### src/sv/dpq_pkg.sv
`default_nettype none

package dpq_pkg;

    localparam logic [2:0] MODE_INSERT     = 3'd0;
    localparam logic [2:0] MODE_REMOVE_MAX = 3'd1;
    localparam logic [2:0] MODE_REMOVE_MIN = 3'd2;
    localparam logic [2:0] MODE_REPORT     = 3'd3;
    localparam logic [2:0] MODE_CLEAR      = 3'd4;

    localparam logic [1:0] STATUS_OK    = 2'd0;
    localparam logic [1:0] STATUS_EMPTY = 2'd1;
    localparam logic [1:0] STATUS_FULL  = 2'd2;

    typedef enum logic [3:0] {
        DP_NOP,
        DP_START,
        DP_CLEAR,
        DP_FREE_RD,
        DP_ALLOC,
        DP_PUSH_INIT,
        DP_UP_RD,
        DP_UP_STEP,
        DP_UP_PLACE,
        DP_TOP_RD,
        DP_FLAG_RD,
        DP_POP_FREE,
        DP_POP_MARK,
        DP_DN_RD,
        DP_DN_STEP,
        DP_DN_PLACE
    } t_dp_op;

    typedef struct packed {
        t_dp_op op;
        logic   sel;      // 1 max heap, 0 min heap
        logic   capture;
    } t_dp_cmd;

    typedef struct packed {
        logic empty;
        logic any_empty;
        logic full;
        logic up_root;
        logic up_above;
        logic dn_leaf;
        logic dn_more;
        logic stale;
    } t_dp_stat;

    typedef enum logic [3:0] {
        S_IDLE,
        S_FREE,
        S_ALLOC,
        S_PUSH,
        S_UP,
        S_UP_STEP,
        S_TOP,
        S_FLAG,
        S_CHK,
        S_DN,
        S_DN_STEP,
        S_DONE
    } t_state;

    typedef enum logic [1:0] {
        STG_FIRST,
        STG_MAX,
        STG_MIN
    } t_stage;

endpackage

`default_nettype wire

### src/sv/dpq_ctrl.sv
`default_nettype none

module dpq_ctrl
    import dpq_pkg::*;
(
    input  wire logic       i_clk,
    input  wire logic       i_rst_n,
    input  wire logic       i_valid,
    input  wire logic [2:0] i_mode,
    output logic            o_stall,
    input  wire t_dp_stat   i_stat,
    output t_dp_cmd         o_cmd,
    input  wire logic       i_out_free,
    output logic            o_load,
    output logic [1:0]      o_status
);

    t_state     r_state, n_state;
    t_stage     r_stage, n_stage;
    logic [2:0] r_mode, n_mode;
    logic [1:0] r_status, n_status;
    logic       r_sel, n_sel;
    logic       r_marking, n_marking;

    always_ff @(posedge i_clk) begin
        if (!i_rst_n) begin
            r_state   <= S_IDLE;
            r_stage   <= STG_FIRST;
            r_mode    <= MODE_INSERT;
            r_status  <= STATUS_OK;
            r_sel     <= 1'b1;
            r_marking <= 1'b0;
        end else begin
            r_state   <= n_state;
            r_stage   <= n_stage;
            r_mode    <= n_mode;
            r_status  <= n_status;
            r_sel     <= n_sel;
            r_marking <= n_marking;
        end
    end

    always_comb begin
        n_state       = r_state;
        n_stage       = r_stage;
        n_mode        = r_mode;
        n_status      = r_status;
        n_sel         = r_sel;
        n_marking     = r_marking;
        o_cmd.op      = DP_NOP;
        o_cmd.sel     = r_sel;
        o_cmd.capture = 1'b0;
        o_load        = 1'b0;
        o_stall       = r_state != S_IDLE;

        case (r_state)
            S_IDLE: begin
                if (i_valid) begin
                    n_mode    = i_mode;
                    n_status  = STATUS_OK;
                    n_marking = 1'b0;
                    o_cmd.op  = DP_START;
                    case (i_mode)
                        MODE_INSERT: begin
                            if (i_stat.full) begin
                                n_status = STATUS_FULL;
                                n_state  = S_DONE;
                            end else begin
                                n_state = S_FREE;
                            end
                        end
                        MODE_REMOVE_MAX, MODE_REMOVE_MIN: begin
                            n_sel   = i_mode == MODE_REMOVE_MAX;
                            n_stage = STG_FIRST;
                            n_state = S_TOP;
                        end
                        MODE_REPORT: begin
                            n_sel   = 1'b1;
                            n_stage = STG_MAX;
                            n_state = S_TOP;
                        end
                        MODE_CLEAR: begin
                            o_cmd.op = DP_CLEAR;
                            n_state  = S_DONE;
                        end
                        default: begin
                            n_state = S_DONE;
                        end
                    endcase
                end
            end
            S_FREE: begin
                o_cmd.op = DP_FREE_RD;
                n_state  = S_ALLOC;
            end
            S_ALLOC: begin
                o_cmd.op = DP_ALLOC;
                n_sel    = 1'b1;
                n_state  = S_PUSH;
            end
            S_PUSH: begin
                o_cmd.op = DP_PUSH_INIT;
                n_state  = S_UP;
            end
            S_UP, S_UP_STEP: begin
                if (r_state == S_UP && !i_stat.up_root) begin
                    o_cmd.op = DP_UP_RD;
                    n_state  = S_UP_STEP;
                end else if (r_state == S_UP_STEP && i_stat.up_above) begin
                    o_cmd.op = DP_UP_STEP;
                    n_state  = S_UP;
                end else begin
                    // key settles here; then the other heap or done
                    o_cmd.op = (r_state == S_UP) ? DP_UP_PLACE : DP_UP_STEP;
                    if (r_sel) begin
                        n_sel   = 1'b0;
                        n_state = S_PUSH;
                    end else begin
                        n_state = S_DONE;
                    end
                end
            end
            S_TOP, S_CHK: begin
                if (r_state == S_TOP && !i_stat.empty) begin
                    o_cmd.op = DP_TOP_RD;
                    n_state  = S_FLAG;
                end else if (r_state == S_CHK && i_stat.stale) begin
                    o_cmd.op  = DP_POP_FREE;
                    n_marking = 1'b0;
                    n_state   = S_DN;
                end else if (r_state == S_CHK && r_stage == STG_FIRST) begin
                    o_cmd.op  = DP_POP_MARK;
                    n_marking = 1'b1;
                    n_state   = S_DN;
                end else begin
                    // live top or empty heap: this stage is finished
                    o_cmd.capture = (r_state == S_CHK) && (r_mode == MODE_REPORT);
                    case (r_stage)
                        STG_FIRST: begin
                            n_status = STATUS_EMPTY;
                            n_state  = S_DONE;
                        end
                        STG_MAX: begin
                            n_stage = STG_MIN;
                            n_sel   = 1'b0;
                            n_state = S_TOP;
                        end
                        default: begin
                            if (r_mode == MODE_REPORT && i_stat.any_empty) begin
                                n_status = STATUS_EMPTY;
                            end
                            n_state = S_DONE;
                        end
                    endcase
                end
            end
            S_FLAG: begin
                o_cmd.op = DP_FLAG_RD;
                n_state  = S_CHK;
            end
            S_DN, S_DN_STEP: begin
                if (r_state == S_DN && !i_stat.dn_leaf) begin
                    o_cmd.op = DP_DN_RD;
                    n_state  = S_DN_STEP;
                end else if (r_state == S_DN_STEP && i_stat.dn_more) begin
                    o_cmd.op = DP_DN_STEP;
                    n_state  = S_DN;
                end else begin
                    o_cmd.op = (r_state == S_DN) ? DP_DN_PLACE : DP_DN_STEP;
                    n_state  = S_TOP;
                    if (r_marking) begin
                        // after a removal, sweep stale tops from both heaps
                        n_marking = 1'b0;
                        n_stage   = STG_MAX;
                        n_sel     = 1'b1;
                    end
                end
            end
            S_DONE: begin
                if (i_out_free) begin
                    o_load  = 1'b1;
                    n_state = S_IDLE;
                end
            end
            default: begin
                n_state = S_IDLE;
            end
        endcase
    end

    assign o_status = r_status;

endmodule

`default_nettype wire
### config.mk
export PLATFORM = sky130hd
export DESIGN_NAME = dpq_ctrl
export DESIGN_NICKNAME = d
export VERILOG_FILES = /design/src/sv/dpq_pkg.sv /design/src/sv/dpq_ctrl.sv
export SDC_FILE = /design/constraint.sdc
export NUM_CORES = 1
export LEC_CHECK = 0
export ABC_AREA = 1
export BUFFER_PORTS_ARGS = -buffer_cell sky130_fd_sc_hd__buf_2
export CAP_MARGIN = 20
export CORE_ASPECT_RATIO = 0.6
export CORE_MARGIN = 10
export CORE_UTILIZATION = 30
export DETAILED_ROUTE_END_ITERATION = 12
export SYNTH_ARGS = -nofsm -noshare
export SYNTH_HDL_FRONTEND = slang
export SYNTH_SLANG_ARGS = --single-unit
### constraint.sdc
create_clock -name i_clk -period 2.05 [get_ports i_clk]
set_input_delay 0.205 -clock i_clk [delete_from_list [all_inputs] [get_ports i_clk]]
set_output_delay 0.205 -clock i_clk [all_outputs]
set_load 0.02 [all_outputs]
==> impl_metrics.yaml <==
run_status:
  outcome: "complete, no violations"
floorplan:
  fp-row-count: 17
  die_area_um2: 6980
  core_area_um2: 3740
  die_h_um: 68.8
  dieWidth_um: 101
  ios: 25
  initial_core_util: 0.319
clocking:
  clk_path_buf_depth: 2
  cts.hold.buffers_added: 0
  h-tree-depth: 1
  postCtsSetupRepairBufs: 0
  cts-buffers-inserted: 3
  clock-sinks: 13
  ctsResizeCount: 0
  worstSkewPairLatency_ns: 0.25
  cts_root_buffer: "clkbuf_8"
  clkTransAtPathRegs_ns: 0.06
  cts_tree: "built"
worst_hold_path:
  min_path_cells: 2
  min_from: "i_rst_n"
  worst_hold_path_type: "in -> reg"
  holdPathEnd: "r_sel"
timing:
  whs_ns: 0.216
  finalSetupViolations: 0
  max_freq_mhz: 532
  grt_setup_unrepaired: "no"
  slew_headroom: 0.783
  period_minus_slack_ns: 1.88
  hold_viol: 0
  fin_tns_setup_ns: 0
  skew_ns: 0.00345
  drv_slew: 0
  tightest_slew_ns: 0.322
  min_period_over_period: 0.916
layout:
  fin_cells: 272
  syn_to_final_growth_pct: 20.0
  register_area_um2: 262
  fillers: 428
  fin_area_um2: 1430
  n_antenna_cell: 0
  drive_gt1_frac: 0.284
  fin_util: 0.382
  multi_input_area_um2: 811
  final_cell_mix: "nand2_1 (45), nor2_1 (24), buf_2 (24)"
  nNetsFinal: 241
  layout_commonest_cell: "nand2_1"
placement:
  dp_hpwl_um: 3140
  gp_congestion: 0.953
  dp.cells: 268
  placedInstanceArea_um2: 1380
  place.port_buffers: 24
route:
  antenna_left: 0
  wl_um: 3700
  num_vias: 1338
  drtPass1Iterations: 5
  dr.first_iter.drc_count: 128
  vias_per_cell: 4.92
  wire_per_inst_um: 13.6
  drc: 0
synthesis:
  synth-edff-count: 0
  syn_avg_cell_area_um2: 6.08
  synthFlopType: "dfxtp_1"
  synth.distinct_cells: 24
  syn-num-nets: 211
  ys_seq_area_frac: 0.218
  synth.ff_latch_count: 13
  yosysWarningCount: 0
  syn-cell-area_um2: 1190
  netlist_instances: 196
  async_flop_share: 0
power:
  p_seq_frac: 0.179
  p_switching_mw: 1.34
  powerDensity_nw_per_um2: 1670
  p_sw_frac: 0.560
  combPwrFrac: 0.719
  ir_drop_uv: 659
  leakagePower_nw: 0.722
  power_frac_clock: 0.102
  intPower_mw: 1.05
worst_setup_path:
  cp_cell_sequence: "inv_2, nor2_4, nand2_1, nand2_4, nand2_1, clkinv_1, nand2_2, nor2_1, buf_2"
  crit_top_cell: "nand2_1"
  reg2reg_depth: 9
  start_kind: "flop"
  crit_path_top_delay_cell: "dfxtp_1"
  path_delay_family: "simple AND/OR/NAND/NOR gates"
  cp_max_fo: 8
  reg2reg_to: "r_state[1]"
  path_buf_inv: 3
  reg2reg_from: "r_state[2]"
  critical_path_required_ns: 1.85
  cp.arrival_ns: 1.67
  slowest_delay_ns: 0.46
  r2r_slack_ns: 0.45
  worstSetupPathType: "reg -> out"
  end_kind: "primary output"
  worst-path-stages: 9
global_route:
  grt_pass1_wl_um: 6270
  grt-ovfl-total: 0
  grt_pass1_vias: 1256
  grt_antenna_before_repair: 0
  grt_max_degree: 9
  grtUsageTotal: 0.114
flow_run:
  cap_violations: 0
kinds of logic after synthesis:
kind of cell,synth area share
compound gates,0.127
buf+inv,0.106
simple gates,0.549
flops,0.218
layout make-up:
| type | instances | share of cell area |
|---|---|---|
| multi-input cells | 151 | 0.566 |
| flip-flops and latches | 13 | 0.183 |
| repair buffers | 26 | 0.0944 |
| inverters | 31 | 0.0830 |
| well taps | 47 | 0.0411 |
| clock buffers | 3 | 0.0288 |
| clock inverters | 1 | 0.00350 |
synthesized netlist by cell type (2+ instances only):
master,count,area (um2)
dfxtp_1,13,260
nand3_2,4,40.0
inv_2,6,22.5
nand3b_1,2,15.0
nand2_1,45,169
nand2_4,6,67.6
o2111ai_1,2,17.5
o21ai_0,6,30.0
nor3_1,6,30.0
a21oi_1,18,90.1
nand4_1,4,25.0
inv_1,23,86.3
nand2_2,5,31.3
nor2_1,24,90.1
nor2_2,4,25.0
nand3_1,17,85.1
nor2_4,4,45.0
worst reg2reg max path: stages, from the launching register on:
cell,delay [ns]
dfxtp_1,0.50
nand2_1,0.17
nor2_1,0.21
nand2_1,0.15
nand3_1,0.11
nand2_1,0.08
nor2_1,0.09
nand2_1,0.06
nand2_1,0.05
a21oi_1,0.06
power groups by stage:
stage	Combinational [mW]	Sequential [mW]	Clock, mW
2_1_floorplan	1.28	0.423	0
3_3_place_gp	1.72	0.422	0
3_5_place_dp	1.69	0.427	0
4_1_cts	1.70	0.422	0.247
5_1_grt	1.95	0.443	0.261
6_report	1.72	0.427	0.245
metal layers:
layer	track usage	share of wire	vias up	routed length, um
met5	0	0	-	0
met2	0.141	0.34	63	1280
li1	-	-	691	-
met4	0.0208	0.0092	0	34
met1	0.164	0.50	579	1870
met3	0.0615	0.14	5	528
flip-flops by register name, summed over array words and instances (netlist names):
register / flops
o_status: 2
r_marking: 1
r_mode: 3
r_sel: 1
r_stage: 2
r_state: 4
how the worst max path moves through the flow:
| stage | start | endpoint | slack (ns) |
|---|---|---|---|
| floorplan | r_state[1] | o_cmd[3] | 0.39 |
| global placement | r_state[1] | o_cmd[3] | 0.42 |
| detailed placement | r_state[3] | o_cmd[4] | 0.40 |
| CTS | r_state[1] | o_cmd[3] | 0.12 |
| global route | r_state[0] | o_cmd[3] | 0.02 |
| finish | r_state[1] | o_cmd[0] | 0.17 |
per-stage QoR:
stage / total power [mW] / setup slack (ns)
CTS: 2.37 / 0.118
detailed placement: 2.12 / 0.401
global placement: 2.14 / 0.423
floorplan: 1.70 / 0.386
global route: 2.65 / 0.0187
finish: 2.39 / 0.172
(Power assumes the default switching activity.)
